## src/design/nearest_two_bone_search_core_assert.svh

```systemverilog
// assertion macros for the nearest two bone search core
// expects clk_i and rst_ni in the scope of each use
`ifndef NEAREST_TWO_BONE_SEARCH_CORE_ASSERT_SVH
`define NEAREST_TWO_BONE_SEARCH_CORE_ASSERT_SVH
`ifndef ASSERT_OFF
`define NTB_ASSERT(label, prop) \
  label: assert property (@(posedge clk_i) disable iff (!rst_ni) prop) \
    else $error("ntb assertion failed");
`define NTB_ASSERT_NEVER(label, expr) \
  label: assert property (@(posedge clk_i) disable iff (!rst_ni) !(expr)) \
    else $error("ntb forbidden condition seen");
`else
`define NTB_ASSERT(label, prop)
`define NTB_ASSERT_NEVER(label, expr)
`endif
`endif

```

## src/design/ntb_pkg.sv

```systemverilog
// shared types and constants for the nearest two bone search core
// no dependencies
`timescale 1ns / 1ps
`default_nettype none

package ntb_pkg;

  localparam int unsigned NUM_BONES_DEF  = 21;
  localparam int unsigned COORD_BITS_DEF = 16;
  localparam int unsigned IDX_BITS       = 5;

  typedef enum logic {
    CMD_LOAD   = 1'b0,
    CMD_VERTEX = 1'b1
  } cmd_e;

  // control tag that travels with one table entry down the distance pipe
  typedef struct packed {
    logic                valid;
    logic                last;
    logic [IDX_BITS-1:0] idx;
  } tag_t;

endpackage

`default_nettype wire

```

## src/design/ntb_sqdist.sv

```systemverilog
// squared distance pipe: squares registered, sum out combinational
// depends on ntb_pkg
`timescale 1ns / 1ps
`default_nettype none

module ntb_sqdist #(
  parameter int unsigned CoordBits = ntb_pkg::COORD_BITS_DEF,
  localparam int unsigned DistBits = 2 * CoordBits + 3
) (
  input  wire logic                     clk_i,
  input  wire logic                     rst_ni,
  input  wire logic [3*CoordBits-1:0]   center_i,
  input  wire logic [3*CoordBits-1:0]   vertex_i,
  input  wire ntb_pkg::tag_t            tag_i,
  output ntb_pkg::tag_t                 tag_o,
  output logic [DistBits-1:0]           dist_o
);

  localparam int unsigned SqBits = 2 * CoordBits + 1;

  logic signed [CoordBits:0]     diff [3];
  logic signed [2*CoordBits+1:0] prod [3];
  logic [SqBits-1:0]             sq_d [3];
  logic [SqBits-1:0]             sq_q [3];
  ntb_pkg::tag_t                 tag_q;

  always_comb begin
    for (int k = 0; k < 3; k++) begin
      diff[k] = $signed({center_i[k*CoordBits+CoordBits-1], center_i[k*CoordBits +: CoordBits]})
              - $signed({vertex_i[k*CoordBits+CoordBits-1], vertex_i[k*CoordBits +: CoordBits]});
      prod[k] = diff[k] * diff[k];
      // a square is never negative, top bit is always zero
      sq_d[k] = prod[k][SqBits-1:0];
    end
  end

  always_ff @(posedge clk_i or negedge rst_ni) begin
    if (!rst_ni) begin
      tag_q <= '0;
    end else begin
      tag_q <= tag_i;
    end
  end

  always_ff @(posedge clk_i) begin
    for (int k = 0; k < 3; k++) begin
      sq_q[k] <= sq_d[k];
    end
  end

  assign tag_o  = tag_q;
  assign dist_o = DistBits'(sq_q[0]) + DistBits'(sq_q[1]) + DistBits'(sq_q[2]);

endmodule

`default_nettype wire

```

## src/design/nearest_two_bone_search_core.sv

```systemverilog
// a vertex request gives its strobe once every table entry has passed the scan and the distance pipe
// busy_o holds off new requests until a scan is through; while idle, one center load per cycle
// the scan reads one table entry per cycle from the center memory, that read sets the rate
// reset: asynchronous active low, clears control only; the center table is undefined
// until loaded, and every entry must be loaded before a vertex is classified
// the receiver cannot stall, each result shows for one cycle on valid_o
`timescale 1ns / 1ps
`default_nettype none

module nearest_two_bone_search_core #(
  parameter int unsigned NUM_BONES  = ntb_pkg::NUM_BONES_DEF,
  parameter int unsigned COORD_BITS = ntb_pkg::COORD_BITS_DEF
) (
  input  wire logic                               clk_i,
  input  wire logic                               rst_ni,
  // request side
  input  wire logic                               start_i,
  output logic                                    busy_o,
  input  wire logic                               cmd_i,
  input  wire logic [ntb_pkg::IDX_BITS-1:0]       bone_index_i,
  input  wire logic signed [COORD_BITS-1:0]       joint_x_i,
  input  wire logic signed [COORD_BITS-1:0]       joint_y_i,
  input  wire logic signed [COORD_BITS-1:0]       joint_z_i,
  input  wire logic signed [COORD_BITS-1:0]       end_x_i,
  input  wire logic signed [COORD_BITS-1:0]       end_y_i,
  input  wire logic signed [COORD_BITS-1:0]       end_z_i,
  input  wire logic                               use_midpoint_i,
  input  wire logic signed [COORD_BITS-1:0]       vertex_x_i,
  input  wire logic signed [COORD_BITS-1:0]       vertex_y_i,
  input  wire logic signed [COORD_BITS-1:0]       vertex_z_i,
  // result side
  output logic                                    valid_o,
  output logic [ntb_pkg::IDX_BITS-1:0]            closest_bone_o,
  output logic [ntb_pkg::IDX_BITS-1:0]            second_bone_o
);

  localparam int unsigned AddrBits = $clog2(NUM_BONES);
  localparam int unsigned IdxBits  = ntb_pkg::IDX_BITS;
  localparam int unsigned EntBits  = 3 * COORD_BITS;
  localparam int unsigned DistBits = 2 * COORD_BITS + 3;
  localparam logic [AddrBits-1:0] LastAddr = AddrBits'(NUM_BONES - 1);

  // ---------------------------------------------------------------------------
  // request decode
  // ---------------------------------------------------------------------------
  logic req_accept;
  logic load_req;
  logic vertex_req;
  logic load_in_range;

  assign req_accept    = start_i && !busy_o;
  assign load_req      = req_accept && (ntb_pkg::cmd_e'(cmd_i) == ntb_pkg::CMD_LOAD);
  assign vertex_req    = req_accept && (ntb_pkg::cmd_e'(cmd_i) == ntb_pkg::CMD_VERTEX);
  // loads beyond the table are dropped
  assign load_in_range = ({1'b0, bone_index_i} < (IdxBits + 1)'(NUM_BONES));

  // ---------------------------------------------------------------------------
  // center computation for a load: midpoint rounds toward minus infinity
  // ---------------------------------------------------------------------------
  logic [EntBits-1:0] center_wr;

  function automatic logic [COORD_BITS-1:0] center_of(
    input logic signed [COORD_BITS-1:0] joint,
    input logic signed [COORD_BITS-1:0] tip,
    input logic                         mid
  );
    logic signed [COORD_BITS:0] sum;
    sum = {joint[COORD_BITS-1], joint} + {tip[COORD_BITS-1], tip};
    return mid ? sum[COORD_BITS:1] : tip;
  endfunction

  assign center_wr = {center_of(joint_z_i, end_z_i, use_midpoint_i),
                      center_of(joint_y_i, end_y_i, use_midpoint_i),
                      center_of(joint_x_i, end_x_i, use_midpoint_i)};

  // ---------------------------------------------------------------------------
  // center table: one write port for loads, one registered read port for the scan
  // loads and scans never overlap since busy_o blocks requests during a scan
  // ---------------------------------------------------------------------------
  logic [EntBits-1:0] center_mem [NUM_BONES];
  logic [EntBits-1:0] rd_data_q;

  always_ff @(posedge clk_i) begin
    if (load_req && load_in_range) begin
      center_mem[bone_index_i[AddrBits-1:0]] <= center_wr;
    end
  end

  // ---------------------------------------------------------------------------
  // scan sequencer: walks the table addresses in order, one per cycle
  // ---------------------------------------------------------------------------
  logic                scan_q, scan_d;
  logic [AddrBits-1:0] addr_q, addr_d;
  logic [EntBits-1:0]  vertex_q;
  ntb_pkg::tag_t       rd_tag_q, rd_tag_d;

  always_comb begin
    scan_d   = scan_q;
    addr_d   = addr_q;
    rd_tag_d = '0;
    if (vertex_req) begin
      scan_d = 1'b1;
      addr_d = '0;
    end else if (scan_q) begin
      rd_tag_d.valid = 1'b1;
      rd_tag_d.last  = (addr_q == LastAddr);
      rd_tag_d.idx   = IdxBits'(addr_q);
      addr_d         = addr_q + 1'b1;
      if (addr_q == LastAddr) begin
        scan_d = 1'b0;
      end
    end
  end

  always_ff @(posedge clk_i or negedge rst_ni) begin
    if (!rst_ni) begin
      scan_q   <= 1'b0;
      addr_q   <= '0;
      rd_tag_q <= '0;
    end else begin
      scan_q   <= scan_d;
      addr_q   <= addr_d;
      rd_tag_q <= rd_tag_d;
    end
  end

  // registered table read and vertex capture
  always_ff @(posedge clk_i) begin
    if (scan_q) begin
      rd_data_q <= center_mem[addr_q];
    end
    if (vertex_req) begin
      vertex_q <= {vertex_z_i, vertex_y_i, vertex_x_i};
    end
  end

  // ---------------------------------------------------------------------------
  // squared distance pipe
  // ---------------------------------------------------------------------------
  ntb_pkg::tag_t       sq_tag;
  logic [DistBits-1:0] cur_dist;

  ntb_sqdist #(
    .CoordBits (COORD_BITS)
  ) u_sqdist (
    .clk_i    (clk_i),
    .rst_ni   (rst_ni),
    .center_i (rd_data_q),
    .vertex_i (vertex_q),
    .tag_i    (rd_tag_q),
    .tag_o    (sq_tag),
    .dist_o   (cur_dist)
  );

  // ---------------------------------------------------------------------------
  // running two minima; strict compares so the lower index wins a tie
  // ---------------------------------------------------------------------------
  logic [DistBits-1:0] best_q, best_d, next_q, next_d;
  logic [IdxBits-1:0]  fi_q, fi_d, si_q, si_d;
  logic                valid_q;
  logic [IdxBits-1:0]  closest_q, second_q;

  always_comb begin
    best_d = best_q;
    next_d = next_q;
    fi_d   = fi_q;
    si_d   = si_q;
    if (vertex_req) begin
      // all ones sits above any reachable squared distance
      best_d = '1;
      next_d = '1;
      fi_d   = '0;
      si_d   = '0;
    end else if (sq_tag.valid) begin
      if (cur_dist < best_q) begin
        next_d = best_q;
        si_d   = fi_q;
        best_d = cur_dist;
        fi_d   = sq_tag.idx;
      end else if (cur_dist < next_q) begin
        next_d = cur_dist;
        si_d   = sq_tag.idx;
      end
    end
  end

  always_ff @(posedge clk_i or negedge rst_ni) begin
    if (!rst_ni) begin
      valid_q <= 1'b0;
    end else begin
      valid_q <= sq_tag.valid && sq_tag.last;
    end
  end

  always_ff @(posedge clk_i) begin
    best_q <= best_d;
    next_q <= next_d;
    fi_q   <= fi_d;
    si_q   <= si_d;
    if (sq_tag.valid && sq_tag.last) begin
      closest_q <= fi_d;
      second_q  <= si_d;
    end
  end

  // busy until the last entry has left the distance pipe
  assign busy_o         = scan_q || rd_tag_q.valid || sq_tag.valid;
  assign valid_o        = valid_q;
  assign closest_bone_o = closest_q;
  assign second_bone_o  = second_q;

  // ---------------------------------------------------------------------------
  // assertions
  // ---------------------------------------------------------------------------
`include "nearest_two_bone_search_core_assert.svh"

  `NTB_ASSERT(a_vertex_starts_scan, vertex_req |=> scan_q && (addr_q == '0))
  `NTB_ASSERT(a_last_gives_result, (sq_tag.valid && sq_tag.last) |=> valid_o)
  `NTB_ASSERT_NEVER(a_result_while_busy, valid_o && busy_o)
  `NTB_ASSERT(a_two_distinct_bones, valid_o |-> (closest_bone_o != second_bone_o))

endmodule

`default_nettype wire
```

## config.mk

```make
export PLATFORM = sky130hd
export DESIGN_NAME = nearest_two_bone_search_core
export DESIGN_NICKNAME = d
export VERILOG_FILES = /design/src/design/ntb_pkg.sv /design/src/design/ntb_sqdist.sv /design/src/design/nearest_two_bone_search_core.sv
export VERILOG_INCLUDE_DIRS = /design/src /design/src/design
export SDC_FILE = /design/constraint.sdc
export NUM_CORES = 2
export LEC_CHECK = 0
export BUFFER_PORTS_ARGS = -buffer_cell sky130_fd_sc_hd__buf_2
export CELL_PAD_IN_SITES_DETAIL_PLACEMENT = 1
export CELL_PAD_IN_SITES_GLOBAL_PLACEMENT = 1
export CORE_MARGIN = 3
export CORE_UTILIZATION = 58
export CTS_CLUSTER_SIZE = 8
export DETAILED_ROUTE_END_ITERATION = 16
export GPL_TIMING_DRIVEN = 0
export HOLD_SLACK_MARGIN = 0.05
export MAX_ROUTING_LAYER = met4
export PLACE_DENSITY_LB_ADDON = 0.08
export SETUP_SLACK_MARGIN = 0.5
export SYNTH_ARGS = -nofsm -noshare
export SYNTH_HDL_FRONTEND = slang
export SYNTH_HIERARCHICAL = 1
export SYNTH_SLANG_ARGS = --single-unit
```

## constraint.sdc

```tcl
create_clock -name clk_i -period 19.77 [get_ports clk_i]
set_input_delay 3.954 -clock clk_i [delete_from_list [all_inputs] [get_ports clk_i]]
set_output_delay 3.954 -clock clk_i [all_outputs]
set_load 0.02 [all_outputs]
```

=== Word-level counts from Yosys, hierarchy flattened ===
Memory sizes are Yosys's and may differ from the RTL's. A register that Yosys moved wholly into a read port is not among the register bits.
Index checks and enable logic that the tools add are counted.

* Bits in registers: 159
* Memory bits (writable): 1,107
* Bits of input ports: 154
* Memories kept: 2

* $add $sub $neg: 9
* Order comparisons: 3
* Bitwise operators: 1
* Reductions and logical operators: 12
* Mux-type cells: 21
* Multipliers: 3
* Equal/unequal tests: 1

{| class="wikitable"
|+ Memories
! memory !! depth !! width !! read ports !! clocked after Yosys merged registers in !! wr ports !! RTL line !! text
|-
| center_mem || 21 || 48 || 1 || 1 || 1 || nearest_two_bone_search_core.sv:80 || <nowiki>logic [EntBits-1:0] center_mem [NUM_BONES];</nowiki>
|-
| u_sqdist.sq_q || 3 || 33 || 3 || 0 || 3 || ntb_sqdist.sv:24 || <nowiki>logic [SqBits-1:0] sq_q [3];</nowiki>
|}

{| class="wikitable"
|+ Operators by type and width
! cell !! number
|-
| multiplier 17 x 17 -> 33 bit || 3
|-
| less-than comparator 35 bit || 2
|-
| two-way mux 35 bit || 2
|-
| adder 16 x 16 -> 17 bit || 3
|-
| subtractor 16 x 16 -> 17 bit || 3
|-
| two-way mux 16 bit || 3
|-
| two-way mux 5 bit || 9
|-
| adder 34 x 33 -> 35 bit || 1
|-
| adder 33 x 33 -> 34 bit || 1
|-
| two-way mux 7 bit || 2
|-
| adder 5 x 1 -> 5 bit, second input constant || 1
|-
| == test 5 bit, second input constant || 1
|-
| logical AND 1 bit || 5
|-
| less-than comparator 5 bit, second input constant || 1
|-
| two-way mux 1 bit || 5
|-
| AND reduction 2 bit || 2
|-
| nonzero test 2 bit || 2
|-
| logical OR 1 bit || 2
|-
| zero test 1 bit || 1
|-
| NOT 1 bit || 1
|}

=== Longest topological paths before layout ===
* Depth in word-level cells: 8
* Depth in mapped cells: 36
* Depth with buffers taken out: 35

=== By module ===
Netlist, hierarchy kept.

{| class="wikitable"
|+ By module, submodules not included
! module !! cells each !! area an instance (um^2) !! instances
|-
| nearest_two_bone_search_core || 2,644 || 48,995.7 || 1
|-
| ntb_sqdist || 3,779 || 34,645.7 || 1
|}

=== Worst setup path before layout ===
OpenSTA, ideal clock, no wires.

* Path kind: input port to flip-flop
* Start point: input bone_index_i[3] in the netlist's numbering
* End point: memory center_mem[20][0] in the netlist's numbering, enable pin
* Slack: 11,494 ps
* Buffers on the path: 0
* Cell stages on the path: 3
* Arrival time: 7,762 ps
* Library setup time: 513 ps
* Required time: 19,257 ps
* Cell sequence: a211oi_1 -> nand4b_1 -> nor3_1

* Word-level cells in the longest chain between the ends: 4

{| class="wikitable"
|+ RTL lines
! item !! RTL line !! text
|-
| start: declaration || nearest_two_bone_search_core.sv:20 || <nowiki>input wire logic [ntb_pkg::IDX_BITS-1:0] bone_index_i,</nowiki>
|-
| less-than comparator 5 bit || nearest_two_bone_search_core.sv:55 || <nowiki>assign load_in_range = ({1'b0, bone_index_i} < (IdxBits + 1)'(NUM_BONES));</nowiki>
|-
| logical AND 1 bit || nearest_two_bone_search_core.sv:84 || <nowiki>if (load_req && load_in_range) begin</nowiki>
|-
| two-way mux 1 bit || nearest_two_bone_search_core.sv:84 ||
|-
| two-way mux 1 bit (implied by the code) || nearest_two_bone_search_core.sv:85 || <nowiki>center_mem[bone_index_i[AddrBits-1:0]] <= center_wr;</nowiki>
|-
| end: declaration || nearest_two_bone_search_core.sv:80 ||
|}

Several ways; a longest one is shown, not always the timed one.

==> flow_metrics.tcl <==
set metrics [dict create \
    outcome "complete, no violations" \
    cts_buffers 183 \
    synth-adder-area-share_pct 26.3 \
    syn_area_sq_mm 0.0836 \
    skew_ps 74.6 \
    nNetsFinal 8251 \
    wl_met1_um 93400 \
    drive_gt1_share_pct 12.1 \
    rr_endpoint "u_sqdist/sq_q[0][64]" \
    vias 55000 \
    grt_setup_unrepaired "no" \
    clkTransAtPathRegs_ps 60 \
    io-pin-count 166 \
    netlist_instances 6423 \
    yosysSeqAreaShare_pct 44.8 \
    fillCellCount 13700 \
    endpoint_kind "flip-flop" \
    avgViaCountPerCell 6.27 \
    postSynthAreaPerCell_sq_um 13.0 \
    grt_pass1_vias 60900 \
    whs_path_depth 0 \
    initial_core_util_pct 58.7 \
    reg2reg_slack_ps 9320 \
    netlist.area_leader.share_pct 40.0 \
    die_area_sq_mm 0.149 \
    setup_tns_ps 0 \
    r2r_start "vertex_q[16]" \
    ant_nets 0 \
    layout_commonest_cell "inv_1" \
    synth_edf_count 1114 \
    port_buffers 164 \
    dr.pass1.iters 6 \
    die_w_um 386 \
    timing.final.ws_setup_ps 9320 \
    cpMostUsedCell "fa_1" \
    die-height_um 386 \
    syn2layout_area_growth_pct 11.5 \
    crit_family "adder cells" \
    synth_area_leader_cell "edfxtp_1" \
    synth_cell_type_count 86 \
    worst_pin_slew_ps 1480 \
    crit_buf_inv 4 \
    clockBufferDepth 3 \
    antenna_found_initial 10 \
    synth-warning-count 6 \
    final-setup-viol-count 0 \
    synthArstFlopShare_pct 1.60 \
    post-route-min-period_ps 10450 \
    synth_top_family_by_area "adder cells" \
    grt_max_degree 37 \
    row_count 138 \
    yosys_most_used_dff "edfxtp_1" \
    cts_setup_buffers 0 \
    wire_per_inst_um 29.3 \
    cts_root_buf "clkbuf_16" \
    crit_slowest_cell "fa_1" \
    cp-start-kind "flip-flop" \
    path_class "flip-flop to flip-flop" \
    place_ws_ps 9510 \
    ys_ff_latch 1311 \
    post-route-period-util_pct 52.9 \
    holdBufCountCts 0 \
    synth_compound_gate_area_share_pct 5.67 \
    synthXorXnorAreaFrac_pct 2.29 \
    grt_pass1_wl_um 386000 \
    drt_wl_total_um 257000 \
    cts_resized 0 \
    final_cell_mix "inv_1 (1158), edfxtp_1 (1114), fa_1 (832)" \
    critPathMaxStageDelay_ps 710 \
    cp_max_fo 10 \
    drt_iter0_drc 5641 \
    gp_congestion 0.904 \
    wl_met3_um 20000 \
    crit_cells 31 \
    fp.coreArea_sq_mm 0.142 \
    drv_slew 0 \
    required_ps 20350 \
    hold_path_class "flip-flop to flip-flop" \
    clock_latency_ps 850 \
    worst_ep_arrival_time_ps 11040 \
    fmax_ghz 0.0957 \
    maxCapViolations 0 \
    gr-usage-all-layers_pct 36.4 \
    r2r_cells 31 \
    dr.max_layer_used "met4" \
    cts_tree "done" \
    cp-endpoint "u_sqdist/sq_q[0][64]" \
    place_hpwl_um 179000 \
    max-slew-margin-rel_pct 1.52 \
    synthTopCellsByArea "edfxtp_1 (40%), fa_1 (20%), mux4_2 (7.8%)" \
    crit_start "vertex_q[16]" \
    clock-sinks 1311 \
    htree_num_levels 4 \
    met2_length_um 132000 \
    synthMuxAreaShare_pct 8.36 \
    drc_errors 0 \
    grt-ovfl-total 0 \
    hold_viol_final 0 \
    yosys.area_share.simple_pct 6.28 \
]
through the flow:
stage	hold WS [ps]	utilization [%]	instance area (sq um)	std cells
final	358	65.4	93200	8776
after floorplan	331	-	83600	6425
after global placement	331	61.0	86800	8479
after CTS	354	65.4	93200	8766
after global routing	363	65.4	93200	8775
after detailed placement	336	61.8	88000	8538
flip-flops by register name, summed over array words and instances (netlist names):
name	cells
u_sqdist/sq_q	96
center_mem	1008
si_q	5
closest_bone_o	5
rd_data_q	48
fi_q	5
vertex_q	48
valid_o	1
addr_q	5
next_q	35
u_sqdist/tag_o	7
best_q	35
rd_tag_q	7
second_bone_o	5
scan_q	1
cells in the mapped netlist (29+ instances only):
cell type	instances
xnor2_1	162
a211oi_1	30
nand2_1	477
o21ai_0	112
nand4_1	29
nor3_1	44
a222oi_1	34
nor2b_1	30
nand2b_1	30
nor2_1	482
clkbuf_1	145
o21a_1	39
a31oi_1	73
ha_1	430
inv_1	1158
edfxtp_1	1114
xor2_1	53
a21oi_1	157
mux4_2	288
mux2_2	31
fa_1	832
dfxtp_1	176
a21o_1	81
o211ai_1	49
nand3_1	37
area by class of cell:
cell class	count	area (sq um)	share of cell area, %
multi-input cells	3745	41100	44.1
clock buffers	211	4690	5.04
inverters	1173	4400	4.72
plain buffers	196	802	0.860
repair buffers	225	1860	1.99
flip-flops and latches	1311	37500	40.2
well taps	1890	2360	2.54
clock inverters	17	453	0.486
diodes	8	20.0	0.0215
kinds of logic (layout without fill, tap and decap cells):
| kind of cell | after synthesis | count (layout) |
|---|---|---|
| other cells | 1 | 11 |
| fa+ha+maj | 1262 | 1262 |
| mux | 335 | 335 |
| buf+inv | 1369 | 1822 |
| flops | 1311 | 1311 |
| compound gates | 697 | 697 |
| xor+xnor | 217 | 217 |
| simple gates | 1231 | 1231 |
per-layer routing:
metal / up-vias / GRT usage [%]
met3: 660 / 6.23
met2: 2937 / 61.6
li1: 22700 / -
met5: - / -
met4: 0 / 14.3
met1: 28700 / 43.8
worst register-to-register path, delay by kind of cell, from the launching register on:
family | cells | cell delay [ps]
adder cells (fa/ha/maj) | 9 | 4420
AO/OA/AOI/OAI | 9 | 1950
AND/OR/NAND/NOR | 8 | 1640
buffers and inverters | 4 | 1240
XOR/XNOR | 1 | 570
flip-flops | 1 | 430
worst min-delay path by stage:
stage / start / end
finish: rd_tag_q[0] / u_sqdist/tag_o[0]
detailed placement: rd_tag_q[5] / u_sqdist/tag_o[5]
global route: rd_tag_q[0] / u_sqdist/tag_o[0]
global placement: rd_tag_q[1] / u_sqdist/tag_o[1]
CTS: rd_tag_q[0] / u_sqdist/tag_o[0]
floorplan: rd_tag_q[0] / u_sqdist/tag_o[0]
Power is not shown: default switching activity piles up to over one toggle a cycle in this logic, so the estimate is an artifact.
